## config.mk

```make
export PLATFORM = sky130hd
export DESIGN_NAME = keyed_polybius_cipher
export DESIGN_NICKNAME = d
export VERILOG_FILES = /design/src/sv/kpc_pkg.sv /design/src/sv/kpc_cell.sv /design/src/sv/keyed_polybius_cipher.sv
export SDC_FILE = /design/constraint.sdc
export NUM_CORES = 1
export LEC_CHECK = 0
export BUFFER_PORTS_ARGS = -buffer_cell sky130_fd_sc_hd__clkbuf_2
export CAP_MARGIN = 0
export CORE_UTILIZATION = 53
export DETAILED_ROUTE_END_ITERATION = 6
export GPL_TIMING_DRIVEN = 0
export PLACE_DENSITY_LB_ADDON = 0.25
export SLEW_MARGIN = 20
export SYNTH_ARGS = -nofsm -noshare
export SYNTH_HDL_FRONTEND = slang
export SYNTH_SLANG_ARGS = --single-unit
```

## constraint.sdc

```tcl
create_clock -name i_clk -period 3 [get_ports i_clk]
set_input_delay 0.6 -clock i_clk [delete_from_list [all_inputs] [get_ports i_clk]]
set_output_delay 0.6 -clock i_clk [all_outputs]
set_load 0.02 [all_outputs]
```

## src/sv/kpc_pkg.sv

```systemverilog
package kpc_pkg;

    // Square geometry
    localparam int SIDE   = 6;
    localparam int CELLS  = SIDE * SIDE;
    localparam int SLOT_W = $clog2(CELLS + 1);
    localparam int DIG_W  = $clog2(SIDE);

    // Operation codes carried by an input transaction
    localparam logic [1:0] OP_KEY  = 2'd0;
    localparam logic [1:0] OP_DONE = 2'd1;
    localparam logic [1:0] OP_ENC  = 2'd2;
    localparam logic [1:0] OP_DEC  = 2'd3;

    // Result status codes
    localparam logic [1:0] ST_OK    = 2'd0;
    localparam logic [1:0] ST_MISS  = 2'd1;
    localparam logic [1:0] ST_RANGE = 2'd2;

    // Character constants
    localparam logic [7:0] CH_A     = 8'h41;
    localparam logic [7:0] CH_ZERO  = 8'h30;
    localparam logic [7:0] CH_SPACE = 8'h20;
    localparam logic [7:0] CH_TOP   = CH_ZERO + 8'(SIDE);
    localparam int         N_LETTERS = 26;

    // Probe token that walks the row of cells, one cell per cycle
    typedef struct packed {
        logic             busy;
        logic             rd;     // 1: read by row/col, 0: find symbol
        logic [7:0]       sym;
        logic             hit;
        logic [DIG_W-1:0] row;
        logic [DIG_W-1:0] col;
        logic [7:0]       data;
    } t_probe;

    // Write port broadcast to all cells
    typedef struct packed {
        logic              en;
        logic [SLOT_W-1:0] slot;
        logic [7:0]        data;
    } t_wr;

    // One result transaction
    typedef struct packed {
        logic [7:0] out_char;
        logic [1:0] status;
        logic       last;
    } t_res;

    // Fill order for key completion: A-Z then 0-9
    function automatic logic [7:0] fill_sym(input logic [SLOT_W-1:0] idx);
        logic [7:0] r;
        if (idx < SLOT_W'(N_LETTERS)) begin
            r = CH_A + 8'(idx);
        end else begin
            r = CH_ZERO + 8'(idx - SLOT_W'(N_LETTERS));
        end
        return r;
    endfunction

endpackage

```

## src/sv/kpc_cell.sv

```systemverilog
module kpc_cell (
    input  logic                      i_clk,
    input  logic                      i_rst_n,
    input  logic [kpc_pkg::SLOT_W-1:0] i_slot,
    input  logic [kpc_pkg::DIG_W-1:0]  i_row,
    input  logic [kpc_pkg::DIG_W-1:0]  i_col,
    input  logic [kpc_pkg::SLOT_W-1:0] i_fill,
    input  kpc_pkg::t_wr               i_wr,
    input  kpc_pkg::t_probe            i_probe,
    output kpc_pkg::t_probe            o_probe
);
    import kpc_pkg::*;

    logic [7:0] r_entry;
    t_probe     r_probe;
    t_probe     n_probe;
    logic       w_valid;

    // Entry is live only below the fill count
    assign w_valid = (i_slot < i_fill);

    // First live match claims the probe
    always_comb begin
        n_probe = i_probe;
        if (i_probe.busy && !i_probe.hit && w_valid) begin
            if (i_probe.rd) begin
                if (i_probe.row == i_row && i_probe.col == i_col) begin
                    n_probe.hit  = 1'b1;
                    n_probe.data = r_entry;
                end
            end else if (r_entry == i_probe.sym) begin
                n_probe.hit = 1'b1;
                n_probe.row = i_row;
                n_probe.col = i_col;
            end
        end
    end

    // Entry storage
    always_ff @(posedge i_clk) begin
        if (i_wr.en && i_wr.slot == i_slot) begin
            r_entry <= i_wr.data;
        end
    end

    // Hand the probe to the next cell
    always_ff @(posedge i_clk) begin
        if (!i_rst_n) begin
            r_probe.busy <= 1'b0;
        end else begin
            r_probe <= n_probe;
        end
    end

    assign o_probe = r_probe;

endmodule

```

## src/sv/keyed_polybius_cipher.sv

```systemverilog
// Keyed 6x6 Polybius square.
// Input channel: i_valid/o_stall with i_op and i_ch. A transaction is taken when
// i_valid is high and o_stall is low. Key characters build the square, key done
// fills the rest with A-Z then 0-9, encrypt emits row and column digits, decrypt
// consumes digit pairs and emits the square entry.
// Output channel: o_valid/i_stall with o_out_char, o_status, o_last.
// The square lives in a row of 36 cells; every lookup is a probe token that moves
// one cell per clock through the whole row. Steps per item:
//   key character: one probe through the row, no result
//   key done: 36 fill probes, one per symbol of A-Z and 0-9, no result
//   encrypt/decrypt lookup: one probe, the result loaded once it leaves the row,
//     the second encrypt digit once the output register frees up again
//   space, bad digit: result loaded with no probe
//   first decrypt digit: held for the pair, no result
// One item is in work at a time; o_stall is high while an item is in work.
// When i_stall holds, the result register holds and the block waits for it.
// Reset (synchronous, i_rst_n low) empties the square, drops any pending
// decrypt digit and clears o_valid.
module keyed_polybius_cipher (
    input  logic       i_clk,
    input  logic       i_rst_n,
    input  logic       i_valid,
    input  logic [1:0] i_op,
    input  logic [7:0] i_ch,
    output logic       o_stall,
    output logic       o_valid,
    output logic [7:0] o_out_char,
    output logic [1:0] o_status,
    output logic       o_last,
    input  logic       i_stall
);
    import kpc_pkg::*;

    typedef enum logic [1:0] {S_IDLE, S_RUN, S_EMIT} t_state;

    t_state            r_state;
    logic [1:0]        r_kind;
    logic [SLOT_W-1:0] r_fill;
    logic              r_ready;
    logic [DIG_W-1:0]  r_pend_digit;
    logic              r_pend_valid;
    logic [SLOT_W-1:0] r_icnt;
    logic [SLOT_W-1:0] r_xcnt;
    t_probe            r_inj;
    t_res              r_res0;
    t_res              r_res1;
    logic              r_two;
    logic              r_o_valid;
    t_res              r_out;

    t_probe            w_chain [CELLS+1];
    t_probe            w_exit;
    t_wr               w_wr;
    logic              w_in_acc;
    logic              w_out_free;
    logic [DIG_W-1:0]  w_digit;

    // Row of cells
    assign w_chain[0] = r_inj;
    for (genvar k = 0; k < CELLS; k++) begin : g_cell
        kpc_cell u_cell (
            .i_clk   (i_clk),
            .i_rst_n (i_rst_n),
            .i_slot  (SLOT_W'(k)),
            .i_row   (DIG_W'(k / SIDE)),
            .i_col   (DIG_W'(k % SIDE)),
            .i_fill  (r_fill),
            .i_wr    (w_wr),
            .i_probe (w_chain[k]),
            .o_probe (w_chain[k+1])
        );
    end
    assign w_exit = w_chain[CELLS];

    // Append an unmatched key or fill symbol when a slot is free
    always_comb begin
        w_wr.en   = (r_state == S_RUN) && w_exit.busy && !w_exit.hit && !w_exit.rd &&
                    (r_kind == OP_KEY || r_kind == OP_DONE) &&
                    (r_fill < SLOT_W'(CELLS));
        w_wr.slot = r_fill;
        w_wr.data = w_exit.sym;
    end

    assign o_stall    = (r_state != S_IDLE);
    assign w_in_acc   = i_valid && !o_stall;
    assign w_out_free = !r_o_valid || !i_stall;
    assign w_digit    = DIG_W'(i_ch - CH_ZERO);

    // Control sequencer and result register
    always_ff @(posedge i_clk) begin
        if (!i_rst_n) begin
            r_state      <= S_IDLE;
            r_kind       <= OP_KEY;
            r_fill       <= '0;
            r_ready      <= 1'b0;
            r_pend_digit <= '0;
            r_pend_valid <= 1'b0;
            r_icnt       <= '0;
            r_xcnt       <= '0;
            r_inj.busy   <= 1'b0;
            r_two        <= 1'b0;
            r_o_valid    <= 1'b0;
        end else begin
            // Drop a taken result; in S_EMIT a new one may load instead
            if (r_o_valid && !i_stall && r_state != S_EMIT) begin
                r_o_valid <= 1'b0;
            end
            unique case (r_state)
                S_IDLE: begin
                    if (w_in_acc) begin
                        r_kind     <= i_op;
                        r_inj.rd   <= (i_op == OP_DEC);
                        r_inj.sym  <= i_ch;
                        r_inj.hit  <= 1'b0;
                        r_inj.data <= '0;
                        r_two      <= 1'b0;
                        case (i_op)
                            OP_KEY: begin
                                if (r_ready) begin
                                    r_ready <= 1'b0;
                                    r_fill  <= '0;
                                end
                                r_inj.busy <= 1'b1;
                                r_state    <= S_RUN;
                            end
                            OP_DONE: begin
                                r_icnt  <= '0;
                                r_xcnt  <= '0;
                                r_state <= S_RUN;
                            end
                            OP_ENC: begin
                                if (i_ch == CH_SPACE) begin
                                    r_res0  <= '{CH_SPACE, ST_OK, 1'b1};
                                    r_state <= S_EMIT;
                                end else begin
                                    r_inj.busy <= 1'b1;
                                    r_state    <= S_RUN;
                                end
                            end
                            default: begin
                                if (i_ch == CH_SPACE) begin
                                    r_pend_valid <= 1'b0;
                                    r_pend_digit <= '0;
                                    r_res0       <= '{CH_SPACE, ST_OK, 1'b1};
                                    r_state      <= S_EMIT;
                                end else if (i_ch < CH_ZERO || i_ch >= CH_TOP) begin
                                    r_pend_valid <= 1'b0;
                                    r_pend_digit <= '0;
                                    r_res0       <= '{8'h00, ST_RANGE, 1'b1};
                                    r_state      <= S_EMIT;
                                end else if (!r_pend_valid) begin
                                    r_pend_digit <= w_digit;
                                    r_pend_valid <= 1'b1;
                                end else begin
                                    r_pend_valid <= 1'b0;
                                    r_pend_digit <= '0;
                                    r_inj.busy   <= 1'b1;
                                    r_inj.row    <= r_pend_digit;
                                    r_inj.col    <= w_digit;
                                    r_state      <= S_RUN;
                                end
                            end
                        endcase
                    end
                end
                S_RUN: begin
                    // Stream fill symbols into the row, one per cycle
                    if (r_kind == OP_DONE && r_icnt < SLOT_W'(CELLS)) begin
                        r_inj.busy <= 1'b1;
                        r_inj.rd   <= 1'b0;
                        r_inj.sym  <= fill_sym(r_icnt);
                        r_inj.hit  <= 1'b0;
                        r_icnt     <= r_icnt + 1'b1;
                    end else begin
                        r_inj.busy <= 1'b0;
                    end
                    if (w_exit.busy) begin
                        if (w_wr.en) begin
                            r_fill <= r_fill + 1'b1;
                        end
                        case (r_kind)
                            OP_KEY: begin
                                r_state <= S_IDLE;
                            end
                            OP_DONE: begin
                                r_xcnt <= r_xcnt + 1'b1;
                                if (r_xcnt == SLOT_W'(CELLS - 1)) begin
                                    r_ready <= 1'b1;
                                    r_state <= S_IDLE;
                                end
                            end
                            OP_ENC: begin
                                if (w_exit.hit) begin
                                    r_res0 <= '{CH_ZERO + 8'(w_exit.row), ST_OK, 1'b0};
                                    r_res1 <= '{CH_ZERO + 8'(w_exit.col), ST_OK, 1'b1};
                                    r_two  <= 1'b1;
                                end else begin
                                    r_res0 <= '{8'h00, ST_MISS, 1'b1};
                                end
                                r_state <= S_EMIT;
                            end
                            default: begin
                                if (w_exit.hit) begin
                                    r_res0 <= '{w_exit.data, ST_OK, 1'b1};
                                end else begin
                                    r_res0 <= '{8'h00, ST_MISS, 1'b1};
                                end
                                r_state <= S_EMIT;
                            end
                        endcase
                    end
                end
                S_EMIT: begin
                    // Load results into the output register as it frees up
                    if (w_out_free) begin
                        r_out     <= r_res0;
                        r_o_valid <= 1'b1;
                        if (r_two) begin
                            r_res0 <= r_res1;
                            r_two  <= 1'b0;
                        end else begin
                            r_state <= S_IDLE;
                        end
                    end
                end
                default: begin
                    r_state <= S_IDLE;
                end
            endcase
        end
    end

    assign o_valid    = r_o_valid;
    assign o_out_char = r_out.out_char;
    assign o_status   = r_out.status;
    assign o_last     = r_out.last;

`ifndef SYNTHESIS
    // Fill count never passes the square size
    a_fill_bound: assert property (@(posedge i_clk) disable iff (!i_rst_n)
        r_fill <= SLOT_W'(CELLS))
        else $error("fill count beyond square size");

    // A completed key always leaves a full square
    a_ready_full: assert property (@(posedge i_clk) disable iff (!i_rst_n)
        r_ready |-> r_fill == SLOT_W'(CELLS))
        else $error("square ready but not full");

    // Probes only leave the row while a lookup is in work
    a_exit_run: assert property (@(posedge i_clk) disable iff (!i_rst_n)
        w_exit.busy |-> r_state == S_RUN)
        else $error("probe left the row outside a lookup");

    // Fill probes never outnumber those issued
    a_fill_order: assert property (@(posedge i_clk) disable iff (!i_rst_n)
        (w_exit.busy && r_state == S_RUN && r_kind == OP_DONE) |-> r_xcnt < r_icnt)
        else $error("fill probe exit without issue");
`endif

endmodule

```

Word-level counts from Yosys, hierarchy flattened

Cells that the tools add are included.

Output and inout bits: 13
Word-level logic and storage cells: 1088
Flip-flop bits (word level): 1264

Equal/unequal tests: 166
Muxes and demuxes: 324
Magnitude comparators: 41
$add $sub $neg: 9
Reductions and logical operators: 234
Bitwise operators: 3

Operator list:

| cell                 | count |
|---|---|
| $mux W8              | 73 |
| $mux W15             | 36 |
| $mux W6              | 50 |
| $eq A8 B8 Y1         | 36 |
| $mux W7              | 36 |
| $logic_and A1 B1 Y1  | 153 |
| $eq A6 B5 Y1 const B | 16 |
| $lt A5 B6 Y1 const A | 16 |
| $mux W1              | 93 |
| $mux W11             | 8 |
| $eq A3 B2 Y1 const B | 24 |
| $eq A3 B3 Y1 const B | 24 |
| $pmux W11 S2         | 3 |
| $eq A6 B4 Y1 const B | 8 |
| $lt A4 B6 Y1 const A | 8 |
| $logic_not A1 Y1     | 41 |
| $eq A3 B1 Y1 const B | 12 |
| $logic_not A3 Y1     | 12 |
| $pmux W6 S2          | 3 |
| $pmux W11 S3         | 1 |
| $eq A6 B6 Y1 const B | 5 |
| $mux W25             | 1 |
| $eq A6 B3 Y1 const B | 4 |
| $lt A3 B6 Y1 const A | 4 |
| 46 further kinds     | 110 |

Depth between registers and ports, before layout

Gate-level depths: netlist (run 1).

Word-level depth: 9
Depth in mapped cells: 10

By module

Synthesis (run 1) repeated with hierarchy kept, for this count alone.

Cell total of the unflattened synthesis: 3913
Area total of the unflattened synthesis: 60267.8 um2

By module, submodules not included:

| module                            | area an instance (um2) | cells an instance | instances |
|---|---|---|---|
| kpc_cell at g_cell[22].u_cell ... | 1561.5                 | 100               | 22 |
| kpc_cell at g_cell[0].u_cell ...  | 1599.0                 | 98                | 14 |
| keyed_polybius_cipher             | 3528.4                 | 341               | 1 |

Least setup slack after synthesis (run 1)

No wires, ideal clock.

Path type: register to register
Start point: register r_state[0]
End point: register r_res0[0] (netlist name) (enable)
Slack: 0.025 ns
Arrival: 2.567 ns
Required time: 2.592 ns
Stages on the path, launching flop included: 7
Library setup time: 0.408 ns
Cell sequence: dfxtp_1 inv_1 ha_1 clkbuf_1 nor2b_1 a2111o_1 nor4_1

Longest elaborated chain between the ends: 5
Elaborated cells on any way between the ends: 16
Classes of those cells: eq/ne: 10; reduce/logical: 6

RTL lines:

| element                          | line                         | RTL |
|---|---|---|
| start, declared                  | keyed_polybius_cipher.sv:36  | `t_state r_state;` |
| start signal, assigned           | keyed_polybius_cipher.sv:92  | `r_state <= S_IDLE;` |
| start signal, assigned           | keyed_polybius_cipher.sv:124 | `r_state <= S_RUN;` |
| start signal, assigned           | keyed_polybius_cipher.sv:129 | `r_state <= S_RUN;` |
| $reduce_bool A2 Y1               | keyed_polybius_cipher.sv:84  | `assign o_stall = (r_state != S_IDLE);` |
| $logic_not A1 Y1                 | keyed_polybius_cipher.sv:85  | `assign w_in_acc = i_valid && !o_stall;` |
| $logic_and A1 B1 Y1              | keyed_polybius_cipher.sv:85  |  |
| $ne A2 B2 Y1 (no line)           | --                           |  |
| $reduce_and A10 Y1 (no line) (*) | --                           |  |
| end signal, assigned             | keyed_polybius_cipher.sv:133 | `r_res0 <= '{CH_SPACE, ST_OK, 1'b1};` |
| end signal, assigned             | keyed_polybius_cipher.sv:144 | `r_res0 <= '{CH_SPACE, ST_OK, 1'b1};` |
| end signal, assigned             | keyed_polybius_cipher.sv:149 | `r_res0 <= '{8'h00, ST_RANGE, 1'b1};` |
| end, declared                    | keyed_polybius_cipher.sv:45  | `t_res r_res0;` |

Every way passes the cells marked *; elsewhere a longest branch is shown, timed or not.
A chain may end at the register's enable or synchronous reset.

==> metrics.txt, run 1 <==
status finished, final reports clean; largest net degree at the start of global routing roughly 110; routed length per placed instance 23.7 um; Critical Path Start Type flop; Root Buffer clkbuf_16; Core ar. approximately 92000 um^2; crit-path max FO 9; Worst EP required approximately 3.4 ns; initial antenna violation count 4; Syn. warnings 0; Tot Pwr 37.0 mW; Setup crit end kind flop; die area ~93000 um^2; mux cell area share after synthesis between 6 and 7%; vias per cell about 5.7; CTS tree done; Leak 18.6 nW; main combinational cell family by area after synthesis simple AND/OR/NAND/NOR gates; Num Clock Sinks between 1000 and 1500; vias in the first global route about 25000; top cells by area, synth edfxtp_1 (73%), mux2_2 (6.2%), xor2_1 (3.2%); global-route usage over all layers roughly 22%; Crit Path Category flop to flop; Num CTS Buffers about 120; CTS Buffer Depth 3; layout cells sized above 1 about a fifth; Starting Density between 50% and 60%; hold crit path type primary input to flop; xor-xnor portion of the synthesized cell area 5.39%; flop-to-flop setup slack between 0.04 and 0.05 ns; first-iteration detailed-routing DRC count about 2400; Die Span Y roughly 310 um; cts hold-fix bufs 0; fin nets between 3000 and 4000; FF+latch area roughly 37000 um^2; synth cell count leaders edfxtp_1 (1192), mux2_2 (270), xor2_1 (177); FP Rows approximately 110; Hold Path Stages 3; Layout area overhead 13.5%; area of the multi-input gates about 12000 um^2; CP max stage cell nor4b_2; Reg2Reg Depth 9; gr ovfl total 0; leading area contributor after synthesis edfxtp_1; Fmax about 0.34 GHz; syn_nets roughly 2800; Post-DP HPWL 71400 um; GP Congestion approximately 0.9; die width 306 um; Filler cells approximately 6400; worst skew pair latency ~0.7 ns; Adder-Cell Fraction of Synth Area less than 1%; P per Cell Area 667 nW/um^2; Total Routed Length between 100000 and 150000 um; PortBufs 26; Worst path max stage delay 0.54 ns; # DRC 0; number of vias in the routed layout 24561; Synth Cell Area just under 50000 um^2; clk_skew approximately 0.021 ns; register area share after synthesis between 70% and 80%; worst relative slew slack roughly 28%; EDFF count, synth approximately 1200; share of the synthesized area in the top cell type between 70% and 80%; post-synthesis compound-gate area fraction between 1 and 1.5%; simple-gate share of the synthesized area 9.95%; Netlist cell types ~80; cell count after synthesis about 2800; max-slew violations 0; worst slew pin tran roughly 1.1 ns; top-level port count 27; Placed Cells approximately 4000; period utilisation layout 98.4%; Primary FF master, synth edfxtp_1; fraction of registers with async set or reset after synthesis 0%; Post-Layout Cell Count 4305; first-pass GRT wire length ~150000 um; most common cell in the netlist edfxtp_1; Routed Antenna Nets 0; syn avg cell area roughly 17 um^2; max_cap viols 0; RSZ-0062 raised after global routing false; drt first pass iters 6; final hold violation count 0; Clock Pin Slew Worst Setup and Hold Paths approximately 0.06 ns; register bit total from synthesis 1258; final setup violation count 0; CP Cell Sequence clkbuf_4, inv_1, ha_2, nand3b_1, buf_4, nor3_1, nor4b_2, nand3_1, and2_1; peak supply drop 0.448 mV; Max H-tree Level 3; crit path DAT 3.39 ns; Final Critical Period between 2 and 3 ns
-- where the power goes --
part / switching (mW) / total [mW] / internal [mW]
clock network: 6.26 / 14.8 / 8.55
logic: 1.01 / 1.63 / 0.620
registers: 0.469 / 20.6 / 20.1
total: 7.74 / 37.0 / 29.3
-- final timing paths --
path	start	to
worst min register to register	g_cell[35].u_cell.o_probe[10]	r_res1[5]
worst max-delay path	r_fill[1]	g_cell[8].u_cell.o_probe[12]
worst min-delay path	i_op[0]	r_kind[0]
worst max register to register	r_fill[1]	g_cell[8].u_cell.o_probe[12]
-- cell type report --
class                      count  share of cell area [%]
inverter                      23                   0.156
clock inverter                50                   0.771
timing repair buffer          77                    1.73
buffer                        37                   0.347
clock buffer                 176                    6.23
sequential                  1258                    66.9
multi-input combinational   1497                    21.2
tap                         1186                    2.67
antenna                        1                 0.00451
-- critical path, delay by kind of cell, from the launching register on --
kind,cells,cell delay (ns)
buffers and inverters,3,0.50
flip-flops,1,0.37
adder cells (fa/ha/maj),1,0.22
AND/OR/NAND/NOR,5,1.59
-- sequential cells by signal, indices dropped and copies added (netlist names) --
name / cells
g_cell.u_cell.o_probe: 900
g_cell.u_cell.r_entry: 288
o_last: 1
o_out_char: 8
o_status: 2
o_valid: 1
r_fill: 6
r_icnt: 6
r_inj: 16
r_kind: 2
r_pend_digit: 3
r_pend_valid: 1
r_ready: 1
r_res0: 11
r_res1: 3
r_state: 2
r_two: 1
r_xcnt: 6
-- logic make-up (layout without fill, tap and decap cells) --
group	after synthesis	after routing
flops	1258	1258
simple gates	814	814
xor+xnor	301	301
mux	285	285
compound gates	85	85
buf+inv	62	363
fa+ha+maj	12	12
other cells	0	1
-- metrics by stage --
step	utilization [%]	TNS [ns]	setup slack (ns)	hold WS (ns)	area, um^2
CTS	60.5	0	0.00319	0.231	55400
finish	60.6	0	0.0486	0.284	55500
detailed placement	55.8	-143.68	-1.18	0.408	51100
floorplan	-	0	0.0245	0.400	48900
global placement	55.2	-	-16.06	0.404	50500
global route	60.6	0	0.0286	0.278	55500
-- repair_timing --
item                       4_1_cts  5_1_grt
pin swaps                       12        4
setup buffers                   14        5
setup endpoints to repair      316      281
gates resized for setup         41       11
gates cloned                     2        0
hold endpoints to repair         0        0
-- routing by layer --
layer | wire length [um] | track usage, % | part of all wire (%) | vias to the layer above
met5 | 36 | 0 | 0.035 | -
met1 | 44300 | 31.4 | 43 | 12451
met2 | 48800 | 35.3 | 48 | 807
met3 | 6320 | 3.33 | 6.2 | 163
met4 | 2570 | 6.94 | 2.5 | 6
li1 | - | - | - | 11134
-- layout by cell type, fill, tap and decap left out, drive strengths merged, types with 45 or more instances in the layout --
cell	synthesis	layout
and2	173	173
buf	20	69
clkbuf	19	219
dfxtp	66	66
edfxtp	1192	1192
mux2	280	280
nand2	82	82
nand2b	99	99
nand3	45	45
nand4	54	54
nor2	122	122
xnor2	124	124
xor2	177	177
(Power assumes the default switching activity.)
==> run 2, diff against run 1 <==
Clock period 3 ns to 3.3 ns, I/O delays scaled along.
==> metrics.txt, run 2 (same netlist as run 1, synthesis figures left out) <==
Worst path max stage delay between 1 and 1.5 ns; max_cap viols 0; drt first pass iters 6; Fin Hold WS about 0.34 ns; first-pass GRT wire length approximately 150000 um; CTS Buffer Depth 3; grt met2 use 35.2%; crit-path max FO 10; Setup crit end kind flop; initial antenna violation count 4; Setup TNS Final 0 ns; Final Critical Period roughly 3.2 ns; FP Rows ~110; Leak roughly 19 nW; top-level port count 27; clk_skew between 0.015 and 0.02 ns; slack of the critical path about 0.093 ns; # DRC 0; Critical Path Start Type flop; pre-CTS setup slack -0.940 ns; number of vias in the routed layout around 25000; Clock Pin Slew Worst Setup and Hold Paths roughly 0.070 ns; Die Span Y around 310 um; Root Buffer clkbuf_16; hold crit path type primary input to flop; CTS tree done; die width between 300 and 400 um; most frequent cells in the layout edfxtp_1 (1192), mux2_2 (270), xor2_1 (177); Starting Density roughly 53%; GR peak layer met2; Num CTS Buffers 121; max-slew violations 0; routed length per placed instance ~24 um; largest net degree at the start of global routing 105; Fmax between 0.3 and 0.4 GHz; worst relative slew slack 26.4%; final hold violation count 0; Global Route met3 Usage 3.27%; Worst EP required approximately 3.7 ns; die area between 90000 and 100000 um^2; most common cell after layout, fill and taps aside edfxtp_1; cts hold-fix bufs 0; GR Util met1 a little under a third; Num Clock Sinks 1258; Max H-tree Level 3; vias in the first global route 25084; PortBufs 26; CP max stage cell a2111oi_1; RSZ-0062 raised after global routing false; peak supply drop just over 0.4 mV; Routed Antenna Nets 0; P per Cell Area 608 nW/um^2; layout cells sized above 1 approximately 19%; final core occ between 60% and 70%; Post-DP HPWL 71400 um; gr ovfl total 0; vias per cell around 5.7; worst slew pin tran roughly 1.1 ns; crit path DAT roughly 3.6 ns; Layout area overhead 13.1%; global-route usage over all layers around 22%; first-iteration detailed-routing DRC count between 2000 and 2500; Total Routed Length 102000 um; worst skew pair latency a little under 0.7 ns; CP Cell Sequence buf_2, nor2_1, a2111oi_1, nand3_1, mux2_2; max reg flops 900; status finished, final reports clean; Crit Path Category flop to flop; GP Congestion 0.903; final setup violation count 0; period utilisation layout 97.2%; Core ar. 91500 um^2; fin nets 3034
run 2: where the power goes:
part | switching, mW | internal, mW | total [mW]
Clock | 5.70 | 7.78 | 13.5
Combinational | 0.920 | 0.552 | 1.47
Sequential | 0.426 | 18.3 | 18.7
Total | 7.04 | 26.6 | 33.6
run 2: cell type report:
| class | instances | area (um^2) |
|---|---|---|
| Fill cell | 6410 | 36200 |
| Timing Repair Buffer | 69 | 840 |
| Clock inverter | 50 | 428 |
| Inverter | 23 | 86.3 |
| Buffer | 38 | 194 |
| Sequential cell | 1258 | 37100 |
| Clock buffer | 176 | 3460 |
| Multi-Input combinational cell | 1497 | 11700 |
| Tap cell | 1186 | 1480 |
| Antenna cell | 1 | 2.50 |
run 2: worst paths after layout:
kind	start	endpoint	slack, ns	cells after the start
setup / recovery	r_fill[2]	g_cell[17].u_cell.o_probe[4]	0.09	5
hold / removal	i_ch[4]	r_inj[19]	0.34	2
setup reg to reg	r_fill[2]	g_cell[17].u_cell.o_probe[4]	0.09	5
hold reg to reg	g_cell[35].u_cell.o_probe[10]	r_res1[5]	0.42	0
run 2: what timing repair did:
action | CTS | global route
setup buffers | 2 | 10
setup endpoints to repair | 184 | 225
pin swaps | 2 | 7
gates resized for setup | 27 | 11
gates cloned | 1 | 0
run 2: critical path: cells and delay by family, from the launching register on:
kind,cells,cell delay [ns]
compound gates,1,1.01
buf+inv,1,0.25
flops,1,0.40
mux,1,0.48
simple gates,2,0.81
run 2: routing by layer:
metal / vias to the layer above / part of all wire [%]
met5: - / 0.035
met4: 6 / 2.4
met3: 166 / 6.1
met2: 815 / 48
met1: 12492 / 43
li1: 11110 / -
run 2: stage by stage:
step	power, mW	cells	instance area, um^2
after floorplan	19.6	2817	48900
after global placement	20.7	4029	50500
after detailed placement	20.4	4059	51100
after CTS	33.9	4288	55100
after global routing	34.6	4297	55300
final	33.6	4298	55300
